**src/hdl/bppc_pkg.sv**
```systemverilog
// Shared types and constants for the bitplane pixel plot cache.
// No dependencies; imported by bitplane_pixel_plot_cache, bppc_checker and the testbench.
package bppc_pkg;

  // command word: plot a pixel or flush the cached rows
  typedef struct packed {
    logic       mode;
    logic [7:0] pos_x;
    logic [7:0] pos_y;
    logic [7:0] color;
  } cmd_word_t;

  // bitplane byte write word
  typedef struct packed {
    logic [23:0] address;
    logic [7:0]  data;
    logic [7:0]  bit_mask;
    logic        last;
  } wr_word_t;

  localparam logic MODE_PLOT  = 1'b0;
  localparam logic MODE_FLUSH = 1'b1;

  // register indexes (word address)
  localparam logic [1:0] REG_FLAGS  = 2'd0;
  localparam logic [1:0] REG_DEPTH  = 2'd1;
  localparam logic [1:0] REG_HEIGHT = 2'd2;
  localparam logic [1:0] REG_BASE   = 2'd3;

  // flag bits
  localparam int FLAG_TRANSP = 0;
  localparam int FLAG_DITHER = 1;
  localparam int FLAG_FREEZE = 3;
  localparam int FLAG_SPRITE = 4;

  localparam logic [1:0] DEPTH_8BPP    = 2'd3;
  localparam logic [1:0] LAYOUT_SPRITE = 2'd3;
  localparam logic [1:0] LAYOUT_1      = 2'd1;
  localparam logic [1:0] LAYOUT_2      = 2'd2;

  // frame buffer bank, bits 23:20 of the address
  localparam logic [3:0] BANK_HI = 4'h7;

endpackage

```
**src/hdl/bitplane_pixel_plot_cache.sv**
```systemverilog
// Bitplane pixel plot cache: two-entry 8-pixel row cache, masked plane byte writer.
// Depends on bppc_pkg.
//
// Usage:
//   cmd channel (cmd_valid/cmd_ready/cmd) takes plot or flush words. A plot
//   passes the transparency test and dither, then lands in the newest cached
//   row. A row change or a full row writes the older row out; a flush writes
//   out the older then the newer row and clears both.
//   wr channel (wr_valid/wr_ready/wr) gives one masked bitplane byte write
//   per plane (2, 4 or 8 planes); last marks the final write of a command. The user
//   must write registers over the APB port only while idle; the block does not enforce it.
// Sequence:
//   A command with no write leaves cmd_ready high. A row write runs through
//   one shared 20-bit adder: S_A0, S_A1 and S_A2 build the row address, then
//   S_WR adds one plane offset per word loaded, waiting while wr stalls;
//   cmd_ready stays low until the last plane is loaded. A flush of two rows
//   runs S_A0 to S_WR once per row before cmd_ready rises.
// Reset: both rows empty, registers cleared, no word pending.
// Stall: a word held on wr waits in the output register; the plane counter
//   waits with it. The next command is taken while the last word waits.
module bitplane_pixel_plot_cache (
  input  logic                  clk,
  input  logic                  rst,
  input  logic                  cmd_valid,
  output logic                  cmd_ready,
  input  bppc_pkg::cmd_word_t   cmd,
  output logic                  wr_valid,
  input  logic                  wr_ready,
  output bppc_pkg::wr_word_t    wr,
  input  logic                  psel,
  input  logic                  penable,
  input  logic                  pwrite,
  input  logic [3:0]            paddr,
  input  logic [31:0]           pwdata,
  output logic [31:0]           prdata,
  output logic                  pready
);
  import bppc_pkg::*;

  localparam logic [2:0] S_IDLE = 3'd0;
  localparam logic [2:0] S_A0   = 3'd1;
  localparam logic [2:0] S_A1   = 3'd2;
  localparam logic [2:0] S_A2   = 3'd3;
  localparam logic [2:0] S_WR   = 3'd4;

  logic [2:0]  state;
  logic [4:0]  flags;
  logic [1:0]  depth;
  logic [1:0]  height;
  logic [7:0]  base;

  logic        new_real;
  logic [12:0] new_idx;
  logic [7:0]  new_pend;
  logic [7:0]  new_pix [8];
  logic [12:0] old_idx;
  logic [7:0]  old_pend;
  logic [7:0]  old_pix [8];

  logic [12:0] w_idx;
  logic [7:0]  w_pend;
  logic [7:0]  w_pix [8];
  logic        second;
  logic [7:0]  f_pend;
  logic [2:0]  plane;
  logic [19:0] acc;

  // APB
  logic cfg_wr;
  assign pready = 1'b1;
  assign cfg_wr = psel && penable && pwrite;

  always_comb begin
    prdata = '0;
    case (paddr[3:2])
      REG_FLAGS:  prdata = {27'd0, flags};
      REG_DEPTH:  prdata = {30'd0, depth};
      REG_HEIGHT: prdata = {30'd0, height};
      REG_BASE:   prdata = {24'd0, base};
      default:    prdata = '0;
    endcase
  end

  // command decode
  logic       cmd_fire, transp, plot_go, flush_go, match, full, age;
  logic [7:0] colr;
  logic [12:0] idx;
  logic [2:0] bitpos;
  logic [7:0] bitmask, np;
  logic [7:0] pix_upd [8];

  assign cmd_ready = (state == S_IDLE);
  assign cmd_fire  = cmd_valid && cmd_ready;
  assign idx       = {cmd.pos_y, cmd.pos_x[7:3]};
  assign bitpos    = ~cmd.pos_x[2:0];
  assign bitmask   = 8'd1 << bitpos;

  always_comb begin
    transp = 1'b0;
    if (!flags[FLAG_TRANSP]) begin
      if (depth == DEPTH_8BPP) begin
        if (flags[FLAG_FREEZE]) transp = (cmd.color[3:0] == 4'd0);
        else transp = (cmd.color == 8'd0);
      end else begin
        transp = (cmd.color[3:0] == 4'd0);
      end
    end
    colr = cmd.color;
    if (flags[FLAG_DITHER] && depth != DEPTH_8BPP) begin
      if (cmd.pos_x[0] ^ cmd.pos_y[0]) colr = {4'd0, cmd.color[7:4]};
      else colr = {4'd0, cmd.color[3:0]};
    end
    for (int i = 0; i < 8; i++) begin
      pix_upd[i] = (i[2:0] == bitpos) ? colr : new_pix[i];
    end
  end

  assign plot_go  = cmd_fire && (cmd.mode == MODE_PLOT) && !transp;
  assign flush_go = cmd_fire && (cmd.mode == MODE_FLUSH);
  assign match    = new_real && (new_idx == idx);
  assign np       = new_pend | bitmask;
  assign full     = match && (np == 8'hff);
  assign age      = plot_go && (!match || full);

  // write engine
  logic [1:0]  layout;
  logic [2:0]  planes_m1;
  logic [7:0]  xf, yr;
  logic [19:0] opa, opb, sum;
  logic        load_out, plane_end;
  logic [7:0]  pdata;

  assign layout    = flags[FLAG_SPRITE] ? LAYOUT_SPRITE : height;
  assign planes_m1 = (depth == 2'd0) ? 3'd1 : (depth == DEPTH_8BPP) ? 3'd7 : 3'd3;
  assign xf        = {w_idx[4:0], 3'b000};
  assign yr        = w_idx[12:5];
  assign load_out  = (state == S_WR) && (!wr_valid || wr_ready);
  assign plane_end = (plane == planes_m1);

  always_comb begin
    opa = '0;
    opb = '0;
    case (state)
      S_A0: begin
        if (layout == LAYOUT_SPRITE) begin
          opa = {10'd0, yr[7], xf[7], yr[6:3], xf[6:3]};
        end else begin
          opa = {11'd0, xf, 1'b0};
          if (layout == LAYOUT_1) opb = {13'd0, xf[7:1]};
          else if (layout == LAYOUT_2) opb = {12'd0, xf};
        end
      end
      S_A1: begin
        opa = acc;
        if (layout != LAYOUT_SPRITE) opb = {15'd0, yr[7:3]};
      end
      S_A2: begin
        opa = acc << (3'd4 + {2'd0, planes_m1[1]} + {2'd0, planes_m1[2]});
        opb = {2'd0, base, 6'd0, yr[2:0], 1'b0};
      end
      S_WR: begin
        opa = acc;
        opb = {14'd0, plane[2:1], 3'b000, plane[0]};
      end
      default: begin
        opa = '0;
        opb = '0;
      end
    endcase
    sum = opa + opb;
    for (int p = 0; p < 8; p++) begin
      pdata[p] = w_pix[p][plane] & w_pend[p];
    end
  end

  // row to load into the write engine
  logic       w_load;
  logic [1:0] w_src;
  localparam logic [1:0] SRC_OLD  = 2'd0;
  localparam logic [1:0] SRC_NEW  = 2'd1;
  localparam logic [1:0] SRC_HELD = 2'd2;

  always_comb begin
    w_load = 1'b0;
    w_src  = SRC_OLD;
    if (age && old_pend != 8'd0) begin
      w_load = 1'b1;
    end else if (flush_go) begin
      if (old_pend != 8'd0) begin
        w_load = 1'b1;
      end else if (new_pend != 8'd0) begin
        w_load = 1'b1;
        w_src  = SRC_NEW;
      end
    end else if (load_out && plane_end && second) begin
      w_load = 1'b1;
      w_src  = SRC_HELD;
    end
  end

  // control
  always_ff @(posedge clk) begin
    if (rst) begin
      state    <= S_IDLE;
      flags    <= '0;
      depth    <= '0;
      height   <= '0;
      base     <= '0;
      new_real <= 1'b0;
      new_pend <= '0;
      old_pend <= '0;
      second   <= 1'b0;
      plane    <= '0;
      wr_valid <= 1'b0;
    end else begin
      if (cfg_wr) begin
        case (paddr[3:2])
          REG_FLAGS:  flags  <= pwdata[4:0];
          REG_DEPTH:  depth  <= pwdata[1:0];
          REG_HEIGHT: height <= pwdata[1:0];
          REG_BASE:   base   <= pwdata[7:0];
          default:    flags  <= flags;
        endcase
      end
      if (plot_go) begin
        if (!match) begin
          old_pend <= new_pend;
          new_pend <= bitmask;
          new_real <= 1'b1;
        end else if (full) begin
          old_pend <= 8'hff;
          new_pend <= '0;
        end else begin
          new_pend <= np;
        end
      end
      if (flush_go) begin
        old_pend <= '0;
        new_pend <= '0;
        second   <= (old_pend != 8'd0) && (new_pend != 8'd0);
      end
      if (load_out) wr_valid <= 1'b1;
      else if (wr_valid && wr_ready) wr_valid <= 1'b0;
      case (state)
        S_IDLE: if (w_load) state <= S_A0;
        S_A0:   state <= S_A1;
        S_A1:   state <= S_A2;
        S_A2: begin
          state <= S_WR;
          plane <= '0;
        end
        S_WR: begin
          if (load_out) begin
            plane <= plane + 3'd1;
            if (plane_end) begin
              if (second) begin
                second <= 1'b0;
                state  <= S_A0;
              end else begin
                state <= S_IDLE;
              end
            end
          end
        end
        default: state <= S_IDLE;
      endcase
    end
  end

  // payload
  always_ff @(posedge clk) begin
    if (plot_go) begin
      new_pix <= pix_upd;
      if (age) begin
        old_idx <= new_idx;
        old_pix <= match ? pix_upd : new_pix;
      end
      if (!match) new_idx <= idx;
    end
    if (flush_go) f_pend <= new_pend;
    if (w_load) begin
      case (w_src)
        SRC_OLD: begin
          w_idx  <= old_idx;
          w_pend <= old_pend;
          w_pix  <= old_pix;
        end
        SRC_NEW: begin
          w_idx  <= new_idx;
          w_pend <= new_pend;
          w_pix  <= new_pix;
        end
        default: begin
          w_idx  <= new_idx;
          w_pend <= f_pend;
          w_pix  <= new_pix;
        end
      endcase
    end
    if (state == S_A0 || state == S_A1 || state == S_A2) acc <= sum;
    if (load_out) begin
      wr.address  <= {BANK_HI, sum};
      wr.data     <= pdata;
      wr.bit_mask <= w_pend;
      wr.last     <= plane_end && !second;
    end
  end

`ifndef SYNTHESIS
  a_full_row_aged: assert property (@(posedge clk) disable iff (rst)
    new_pend != 8'hff) else $error("newest row left full");
  a_job_not_empty: assert property (@(posedge clk) disable iff (rst)
    state == S_A0 |-> w_pend != 8'd0) else $error("row write with empty mask");
  a_plane_range: assert property (@(posedge clk) disable iff (rst)
    state == S_WR |-> plane <= planes_m1) else $error("plane counter out of range");
  a_second_held: assert property (@(posedge clk) disable iff (rst)
    second |-> f_pend != 8'd0) else $error("second row queued with empty mask");
  a_not_last_busy: assert property (@(posedge clk) disable iff (rst)
    wr_valid && !wr.last |-> state != S_IDLE) else $error("idle before final write");
`endif

endmodule

```
**config.mk**
```make
export PLATFORM = sky130hd
export DESIGN_NAME = bitplane_pixel_plot_cache
export DESIGN_NICKNAME = d
export VERILOG_FILES = /design/src/hdl/bppc_pkg.sv /design/src/hdl/bitplane_pixel_plot_cache.sv
export SDC_FILE = /design/constraint.sdc
export NUM_CORES = 1
export LEC_CHECK = 0
export BUFFER_PORTS_ARGS = -buffer_cell sky130_fd_sc_hd__buf_2
export CAP_MARGIN = 0
export CORE_ASPECT_RATIO = 0.5
export CORE_MARGIN = 4
export CORE_UTILIZATION = 55
export CTS_BUF_LIST = sky130_fd_sc_hd__clkbuf_4 sky130_fd_sc_hd__clkbuf_8
export CTS_CLUSTER_DIAMETER = 40
export DETAILED_ROUTE_END_ITERATION = 10
export GPL_ROUTABILITY_DRIVEN = 0
export PLACE_DENSITY = 0.87
export SLEW_MARGIN = 0
export SYNTH_ARGS = -nofsm -noshare
export SYNTH_HDL_FRONTEND = slang
export SYNTH_SLANG_ARGS = --single-unit
```
**constraint.sdc**
```tcl
create_clock -name clk -period 11.9 [get_ports clk]
set_input_delay 0.595 -clock clk [delete_from_list [all_inputs] [get_ports clk]]
set_output_delay 0.595 -clock clk [all_outputs]
set_load 0.03 [all_outputs]
```
# After elaboration in Yosys (flattened, before gate mapping)
# Index checks and enable logic that the tools add are counted.
# classes
n_addsub	4
multipliers	0
div	0
order_cmp	1
n_eq_ne	28
shift	2
mux	72
bitwise_logic	13
n_reduce_logical	47
# ops
op	count
two-way mux 64 bit	2
two-way mux 8 bit	16
case mux 32 bit (4 select lines)	1
case mux 20 bit (4 select lines)	1
case mux 20 bit (3 select lines)	1
two-way mux 1 bit	26
binary-select mux 1 bit (select 3 bit)	8
adder 20 bit	1
<< shifter 20 x 3 -> 20 bit	1
two-way mux 3 bit	6
logical AND 1 bit	17
case mux 8 bit (2 select lines)	1
AND reduction 2 bit	8
nonzero test 8 bit	2
case mux 3 bit (5 select lines)	1
== test 13 bit	1
two-way mux 13 bit	1
== test 3 bit (first input constant)	4
== test 2 bit (second input constant)	5
two-way mux 10 bit	1
AND 1 bit	8
== test 8 bit (second input constant)	1
logical NOT 8 bit	1
two-way mux 2 bit	4
other kinds (29)	49
# word_totals
regBits	346
latch_bits	0
ramBits	0
romBits	0
input_bits	68
output_inout_bits	76
wordCells	212
n_memories	0

# Logic depth before layout (Yosys ltp)
# Gate-level depths: netlist (run 1).
# depth
word_depth	11
depth_mapped	16
mapped_depth_nobuf	15

# Worst setup path before layout (run 1)
# OpenSTA, ideal clock, no wires.
# synth_path
kind	register to register
from	register state[2]
to	register w_idx[0] (enable)
setup_ps	461
arrival_time_ps	11265
required_time_ps	11439
path_slack_ps	174
stages_incl_launch_ff	8
path_buffers	2
period_less_slack_ps	11726
cell_sequence	dfxtp_1 > buf_2 > nor3_4 > nor4bb_1 > a21boi_1 > buf_2 > nand2_1 > nand3b_1
# synth_via
elab_chain_len	7
elab_cells_between_ends	14
cone_classes	1 x eq/ne; 3 x mux; 10 x reduce/logical
# synth_rtl
element	line_no	rtl
start, declared	bitplane_pixel_plot_cache.sv:46	logic [2:0] state;
start signal, assigned	bitplane_pixel_plot_cache.sv:204	state <= S_IDLE;
start signal, assigned	bitplane_pixel_plot_cache.sv:245	S_IDLE: if (w_load) state <= S_A0;
start signal, assigned	bitplane_pixel_plot_cache.sv:246	S_A0: state <= S_A1;
logical NOT 3 bit	bitplane_pixel_plot_cache.sv:92	assign cmd_ready = (state == S_IDLE);
via cmd_ready	bitplane_pixel_plot_cache.sv:25	output logic cmd_ready,
logical AND 1 bit	bitplane_pixel_plot_cache.sv:93	assign cmd_fire = cmd_valid && cmd_ready;
logical AND 1 bit (2 in series)	bitplane_pixel_plot_cache.sv:118	assign plot_go = cmd_fire && (cmd.mode == MODE_PLOT) && !transp;
via plot_go	bitplane_pixel_plot_cache.sv:85	logic cmd_fire, transp, plot_go, flush_go, match, full, age;
logical AND 1 bit	bitplane_pixel_plot_cache.sv:123	assign age = plot_go && (!match || full);
via age	bitplane_pixel_plot_cache.sv:85	
logical AND 1 bit	bitplane_pixel_plot_cache.sv:186	if (age && old_pend != 8'd0) begin
two-way mux 1 bit	bitplane_pixel_plot_cache.sv:186	
via w_load	bitplane_pixel_plot_cache.sv:177	logic w_load;
end signal, assigned	bitplane_pixel_plot_cache.sv:284	w_idx <= old_idx;
end signal, assigned	bitplane_pixel_plot_cache.sv:289	w_idx <= new_idx;
end signal, assigned	bitplane_pixel_plot_cache.sv:294	w_idx <= new_idx;
end, declared	bitplane_pixel_plot_cache.sv:60	logic [12:0] w_idx;
# The timed path passes the listed nets, and every way through them passes these cells.
# A chain may end at the register's enable or synchronous reset.

# Worst setup path after layout (run 1)
# layout_path
from	register depth[1]
to	register old_pix[5] (netlist name) (enable)
# layout_via
elab_chain_len	7
# layout_rtl
element	line_no	rtl
start, declared	bitplane_pixel_plot_cache.sv:48	logic [1:0] depth;
start signal, assigned	bitplane_pixel_plot_cache.sv:219	REG_DEPTH: depth <= pwdata[1:0];
== test 2 bit (*)	bitplane_pixel_plot_cache.sv:101	if (depth == DEPTH_8BPP) begin
two-way mux 1 bit (*)	bitplane_pixel_plot_cache.sv:101	
two-way mux 1 bit (*)	bitplane_pixel_plot_cache.sv:100	if (!flags[FLAG_TRANSP]) begin
logical NOT 1 bit (*)	bitplane_pixel_plot_cache.sv:118	
logical AND 1 bit (*)	bitplane_pixel_plot_cache.sv:118	
via plot_go	bitplane_pixel_plot_cache.sv:85	
logical AND 1 bit	bitplane_pixel_plot_cache.sv:123	
AND reduction 2 bit (no line) (*)	--	
end signal, assigned	bitplane_pixel_plot_cache.sv:276	old_pix <= match ? pix_upd : new_pix;
end, declared	bitplane_pixel_plot_cache.sv:58	logic [7:0] old_pix [8];
# Mark *: on every way through the listed nets, which the timed path passes. The rest lies on a longest branch.

==> impl.org, run 1 <==
** Cells and area
- The library cell used most frequently in the layout, excluding fill and tap cells, is sky130_fd_sc_hd__edfxtp_1.
- Net count, final :: between 1000 and 1500
- Of the cells placed in the final design, the portion with a size suffix greater than 1 is 0.2593.
- The finished layout holds 1737 standard cells, fillers aside.
- N_diodes :: 0
- The area growth from synthesis to layout is 10.49%.
- The top cell types in the final layout, fill and taps aside, are sky130_fd_sc_hd__edfxtp_1 (304), sky130_fd_sc_hd__nand2_1 (139), sky130_fd_sc_hd__mux2_2 (113).

** CTS
- The number of gates resized after CTS was 0.
- Number of buffers inserted by hold repair at cts :: 0
- Buffer depth of the longest clock path :: 3
- The tree is rooted in a sky130_fd_sc_hd__clkbuf_8.
- Num Clock Sinks :: between 300 and 400
- Reg clk slew, reported paths :: around 0.070 ns
- TritonCTS clock tree :: built
- Number of buffers created by CTS :: roughly 50
- Setup Fix Bufs, Post-CTS :: 0
- Maximum level of the CTS H-tree :: 2
- Clock Latency Late Sink :: roughly 0.60 ns

** Detailed routing
- In the routed design, unresolved DRC markers number 0.
- Antenna-violating nets left :: 0
- Drt first pass iters :: 6
- Average vias per placed instance :: 6.048
- In the final routed layout, each cell accounts on average for 20.52 µm.
- Wire length after detailed routing :: 35640 µm
- Starting DRT DRC Count :: ~1100
- Via count of the routed design :: around 11000

** Critical path
- The worst register-to-register path begins at depth[1].
- Worst setup SP type :: register
- In this run the worst path has a maximum fanout of 68.
- Required time at the worst-slack endpoint :: roughly 12 ns
- The worst register-to-register path has a setup slack of between 7 and 8 ns.
- The slowest stage of the critical path belongs to the cell sky130_fd_sc_hd__ha_1.
- WS Path Type :: register to register
- Critical path arrival :: 4.89 ns
- Among the stages of the critical path, the cell type that occurs most often is sky130_fd_sc_hd__buf_4.
- Crit path largest cell delay :: 0.84 ns
- The worst register-to-register path has a depth of 8.
- Kind of capture point of the worst setup path :: register
- Reg-to-reg endpoint :: old_pix[5]
- The signal on the critical path passes through ha_1 > nor3b_1 > nor3_1 > nor4bb_4 > buf_4 > a21boi_4 > buf_4 > buf_4.

** Global route
- Entering global routing, the biggest net connects 69 pins.
- In the global route stage, overall resource usage came out at 0.2142.
- GR Overflow Total :: 0
- The via count of the first global-routing pass is around 10000.
- Number of antenna violations at the first check in global routing :: 0
- The first global-routing pass estimated ~56000 µm of wire.

** Timing
- Fin Hold WS :: about 0.22 ns
- Final worst clock skew :: between 0.02 and 0.03 ns
- Final period demand of the worst path :: ~4.7 ns
- Final setup fails :: 0
- Period utilization :: 0.3935
- For the pin with the worst max-slew slack, the measured transition is about 1.2 ns.
- Number of pins exceeding their max-slew limit in the final report :: 0
- Summed over all failing endpoints, the final setup total negative slack is 0 ns.
- Peak clock frequency supported by timing :: 213.6 MHz
- The final number of hold-violating endpoints is 0.
- Slew Limit Headroom :: 0.1707
- Unrepaired setup endpoints after global routing :: false

** Synthesis
- Synth warnings :: 0
- Of the synthesized area, sequential elements account for 0.6162.
- Combined area of all synthesized cells :: 16180 µm²
- sky130_fd_sc_hd__edfxtp_1 takes more of the synthesized area than any other cell.
- After synthesis, the cell types taking the most area are sky130_fd_sc_hd__edfxtp_1 (56%), sky130_fd_sc_hd__mux2_2 (7.9%), sky130_fd_sc_hd__dfxtp_1 (5.2%).
- Unique masters post-synth :: 69
- In this run, synthesis produced a sequential element count of ~350.
- Average size of a mapped cell :: roughly 13 µm²
- In the synthesized netlist, the number of instances is about 1200.
- The share of synthesized area in the top cell type comes to 0.5643.
- The synthesized design contains between 300 and 400 enable-type register cells.
- Proportion of register bits with asynchronous set or reset after synthesis :: 0
- For this run, the leading register cell type out of synthesis is sky130_fd_sc_hd__edfxtp_1.

** Hold path
- HP Start :: cmd[9]
- The min-delay analysis places its worst path in the category input pin to register.
- Endpoint of the worst hold-timing path :: new_idx[6]
- Hold Path Depth :: 1

** Floorplan
- For this configuration, the core starts out at a cell density of 0.5587.
- Number of rows created at floorplan :: 44
- Area of the core region :: between 20000 and 30000 µm²
- Die H :: around 130 µm
- The die covers roughly 32000 µm².
- Die span in x :: 250.5 µm
- For this design the top-level I/O count stands at roughly 140.

** Power and ir drop
- Power comes to 3344 µW.
- Summed over all cells, the static leakage comes to around 0.0066 µW.
- Peak supply drop :: between 0.00009 and 0.0001 V
- Total power per unit cell area :: about 190 nW/µm²

** Place
- Total placed cells including tap cells :: roughly 1600
- Number of buffers inserted by port buffering :: 88
- Post-detail-place hpwl :: 22230 µm

** Job
- Max-cap violations in this run came to 0.

** Status
- Status :: finished clean
[cell type report]
class	instances	area, µm²
multi-input cells	795	5848
clock buffers	70	857.1
fillers	2032	11080
repair buffers	98	515.5
inverters	17	63.81
well taps	391	489.2
clock inverters	20	130.1
flip-flops and latches	346	9971
[state kept, by name, indices dropped and copies added, names as in the netlist]
name,flops
acc,20
new_idx,13
f_pend,8
w_idx,13
state,3
old_pend,8
new_pend,8
w_pend,8
second,1
new_real,1
wr,37
depth,2
new_pix,64
base,8
flags,5
old_pix,64
w_pix,64
height,2
old_idx,13
wr_valid,1
plane,3
[worst max-delay path by stage]
stage          depth (start not counted)     endpoint      from
6_report                               8   old_pix[5]  depth[1]
3_3_place_gp                           8  old_pix[44]  depth[0]
3_5_place_dp                           8  old_pix[43]  depth[1]
4_1_cts                                8  old_idx[12]  depth[1]
5_1_grt                                8   old_pix[5]  depth[1]
2_1_floorplan                          7     w_idx[0]  state[2]
[metrics by stage]
stage	cell area, µm²	setup WS [ns]	utilization
final	17870	7.218	0.6173
after CTS	17870	7.260	0.6171
after floorplan	16280	0.1740	-
after global routing	17870	6.962	0.6173
after global placement	16880	7.363	0.5830
after detailed placement	16880	7.273	0.5830
[synthesized netlist by cell type (all sizes together), types with 3 or more instances]
| library cell | instances |
|---|---|
| ha | 19 |
| nand2b | 7 |
| o21ai | 96 |
| a22o | 12 |
| mux4 | 26 |
| nor3 | 11 |
| a21oi | 53 |
| buf | 50 |
| and3 | 8 |
| xnor2 | 25 |
| mux2 | 113 |
| nand2 | 139 |
| nor2b | 20 |
| inv | 17 |
| o221a | 8 |
| nor2 | 62 |
| a21o | 9 |
| or3 | 3 |
| dfxtp | 42 |
| a22oi | 13 |
| mux2i | 34 |
| xor2 | 12 |
| nand4 | 3 |
| and2 | 13 |
| o2bb2ai | 9 |
| a31oi | 4 |
| or4 | 3 |
| nand3b | 6 |
| nor4 | 9 |
| o21a | 3 |
| edfxtp | 304 |
| clkbuf | 37 |
| nand3 | 7 |
| nor3b | 7 |
[power breakdown]
part	internal (µW)	leakage [µW]	switching (µW)
Clock	490	0.000535	455
Sequential	1640	0.00317	140
Combinational	234	0.00285	381
Total	2370	0.00655	976
[worst max-delay path, delay by kind of cell (launching register included)]
family                   cells  cell delay (ns)
buffers and inverters        3             1.92
adder cells (fa/ha/maj)      1             0.84
flip-flops                   1             0.39
AO/OA/AOI/OAI                1             0.31
AND/OR/NAND/NOR              3             0.77
[layer usage]
| metal | vias to the layer above | part of all wire | track usage |
|---|---|---|---|
| met3 | 102 | 0.082 | 0.03630 |
| met1 | 5141 | 0.39 | 0.2752 |
| met4 | 0 | 0.029 | 0.07006 |
| met5 | - | 0 | 0 |
| li1 | 4724 | - | - |
| met2 | 538 | 0.50 | 0.3782 |
[logic make-up (layout without fill, tap and decap cells)]
group	Yosys count	after routing	share of synthesized area
multiplexers	173	173	0.1363
adder cells (fa/ha/maj)	20	20	0.01593
XOR/XNOR	37	37	0.02003
other	2	29	0.0004642
AND/OR/NAND/NOR	309	309	0.09157
flip-flops	346	346	0.6162
AO/OA/AOI/OAI	227	227	0.08716
buffers and inverters	104	205	0.03225
(Power assumes the default switching activity.)
==> run 2, diff against run 1 <==
Settings changed: PLACE_DENSITY 0.87 to 0.85.
Clock period 11.9 ns to 4.9 ns, I/O delays scaled along.
==> impl.org, run 2 (synthesis results as in run 1) <==
** Detailed routing
- Starting DRT DRC Count :: 1100 (-2.6%)
- Via count of the routed design :: 10510 (+0.038%)
- Detailed-route wire length per cell :: 20.19 µm (-1.6%)
- DRC violation count after routing :: 0 (unchanged)
- The number of antenna-violating nets in the routed design was 0 (unchanged).
- Drt first pass iters :: 6 (unchanged)
- The number of vias per cell was 5.985 (-1.0%).
- The routed wire length is 35450 µm (-0.52%).

** Cells and area
- Cell Count, Final, Fillers Out :: 1756 (+1.1%)
- The share of final-layout standard cells stronger than drive strength 1 is 0.2544 (-0.004888).
- The layout net count was 1420 (+1.8%).
- Post-route standard cell area excluding fillers :: 18110 µm² (+1.3%)
- Area delta synth->final :: 11.97%
- The library cells used most frequently in the layout, excluding fill and tap cells, are sky130_fd_sc_hd__edfxtp_1 (304), sky130_fd_sc_hd__nand2_1 (138), sky130_fd_sc_hd__mux2_2 (113).
- The count of filler cells inserted in the layout was 2018 (-0.69%).
- Regs by FF count :: new_pix (64), old_pix (64), w_pix (64)
- Leaving out fill and tap cells, the most frequent cell in the layout is sky130_fd_sc_hd__edfxtp_1.

** Place
- The count of input and output buffers was 88 (unchanged).
- Placed cell areas :: 16930 µm² (+0.30%)
- Worst slack at placement :: 0.8812 ns (-6.392 ns)
- Total placed cells including tap cells :: 1651 (+0.24%)
- The half-perimeter wire length after detailed placement came to 22530 µm (+1.3%).

** Timing
- Measured slew at the worst slew-check pin :: 1.240 ns (+0.02032 ns)
- Final setup fails :: 0 (unchanged)
- Number of endpoints with negative hold slack in the final report :: 0 (unchanged)
- Period utilization :: 0.8360 (+0.4425)
- Peak clock frequency supported by timing :: 244.1 MHz (+14%)
- Number of pins exceeding their max-slew limit in the final report :: 0 (unchanged)
- Setup repair after global routing left no endpoint under its margin.
- Slack of the critical path :: 0.8037 ns (-6.414 ns)
- The worst-case clock skew was 0.01721 ns (-0.008448 ns).
- Slew Limit Headroom :: 0.1656 (-0.005081)
- The final critical-path required period is 4.096 ns (-0.5861 ns).
- Setup TNS :: 0 ns (unchanged)

** Floorplan
- The number of top-level pins is 144 (unchanged).
- The cell row count came to 44 (unchanged).
- The horizontal die dimension is 250.5 µm (unchanged).
- Die H :: 129.3 µm (unchanged)
- The core footprint was 28960 µm² (unchanged).
- The overall die area came to 32390 µm² (unchanged).
- The initial core utilization was 0.5587 (unchanged).

** Global route
- The global-route met3 utilization is 0.04071 (+0.004412).
- Most used routing layer :: met2
- The via count of the first global-routing pass is 10530 (+3.0%).
- The maximum number of pins on one net before global-route repair came to 72 (+4.3%).
- Global-route track usage on met1 :: 0.2737 (-0.001515)
- Met2 usage in global routing :: 0.3839 (+0.005756)
- The number of antenna violations at the first check in global routing was 1 (+1).
- The first-pass GRT wire length is 56370 µm (+1.2%).
- GR Overflow Total :: 0 (unchanged)
- GR Util All Layers :: 0.2178 (+0.003662)

** CTS
- The maximum buffer depth of the clock tree is 3 (unchanged).
- TritonCTS built the clock tree.
- The clock latency on the worst-skew pair is 0.59 ns (about the same).
- Reg clk slew, reported paths :: 0.07 ns (about the same)
- The TritonCTS sink count is 346 (unchanged).
- The H-tree level count was 2 (unchanged).
- The total CTS buffers came to 49 (unchanged).
- Library cell used as clock root buffer :: sky130_fd_sc_hd__clkbuf_8

** Power and ir drop
- Total power draw :: 8125 µW (+140%)
- Leak pwr :: 0.006650 µW (+1.5%)
- The power density over cell area was 448.5 nW/µm² (+140%).
- The peak supply drop came to 0.0002120 V (+130%).

** Critical path
- The critical path is of the register to register type.
- The required time of the worst setup path is 5.22 ns (-6.89 ns).
- Critical path arrival :: 4.41 ns (-0.48 ns)
- Cell breakdown of the critical path :: inv_1 > ha_1 > o21ai_0 > mux2_2 > a21oi_1 > o21ai_0 > ha_1 > a21o_1 > a21oi_1 > nand2_1 > a31o_2 > a41o_1 > a221oi_2 > xor2_1
- The stage delay of the slowest cell on the critical path came to 0.81 ns (-0.03 ns).
- Kind of capture point of the worst setup path :: register
- The top fanout value on the critical path is 22 (-68%).
- Master of the slowest instance on the critical path :: sky130_fd_sc_hd__ha_1
- Worst setup SP type :: register

** Status
- Status :: finished clean

** Hold path
- Path class of the lowest-slack min-delay path :: input pin to register

** Job
- Count of max-cap constraint violations :: 0 (unchanged)
run 2: cell types whose count changed in the layout (fill, tap and decap cells not counted), moves of 2 or more:
cell and change:
sky130_fd_sc_hd__dlygate4sd3_1 +21, sky130_fd_sc_hd__buf_4 +3, sky130_fd_sc_hd__clkinv_2 -6, sky130_fd_sc_hd__inv_6 -2
run 2: final timing paths:
check                           depth (start not counted)  slack (ns)  startpoint        to
worst min register to register                          0        0.46   w_pend[7]     wr[8]
worst max register to register                         14        0.80    depth[0]   acc[18]
worst min-delay path                                    3        0.07    wr_ready  wr_valid
worst max-delay path                                   14        0.80    depth[0]   acc[18]
run 2: metal layers:
metal	routed length [µm]	part of all wire	vias up
li1	-	-	4763
met1	13820	0.39	5135
met2	17750	0.50	512
met3	2768	0.078	99
met4	1119	0.032	0
met5	0	0	-
run 2: final cells by class:
class / count / area (µm²) / share of cell area
Inverter: 17 / 63.81 / 0.003523
Sequential cell: 346 / 9971 / 0.5504
Multi-Input combinational cell: 795 / 5849 / 0.3229
Timing Repair Buffer: 123 / 768.2 / 0.04241
Clock inverter: 13 / 120.1 / 0.006631
Clock buffer: 70 / 850.8 / 0.04697
Tap cell: 391 / 489.2 / 0.02701
Antenna cell: 1 / 2.502 / 0.0001381
run 2: critical path: cells and delay by family, from the launching register on:
family / cells / cell delay, ns
AO/OA/AOI/OAI: 8 / 1.64
adder cells (fa/ha/maj): 2 / 1.21
flip-flops: 1 / 0.39
multiplexers: 1 / 0.30
XOR/XNOR: 1 / 0.12
AND/OR/NAND/NOR: 1 / 0.08
buffers and inverters: 1 / 0.07
run 2: stage by stage:
stage | hold WS, ns | util
5_1_grt | 0.08165 | 0.6256
3_5_place_dp | 0.4408 | 0.5847
4_1_cts | 0.05372 | 0.6255
2_1_floorplan | 0.3439 | -
3_3_place_gp | 0.4340 | 0.5847
6_report | 0.07439 | 0.6256
run 2: power breakdown:
group	switching [µW]	internal, µW	total (µW)
Sequential	339	3990	4330
Combinational	939	588	1530
Clock	1040	1220	2270
Total	2320	5800	8120
run 2: what timing repair did:
item / 4_1_cts / 5_1_grt
endpoints found under the setup margin: 0 / 0
hold buffers: 21 / 0
setup buffers: 0 / 0
endpoints found under the hold margin: 30 / 0
resized for setup: 0 / 0
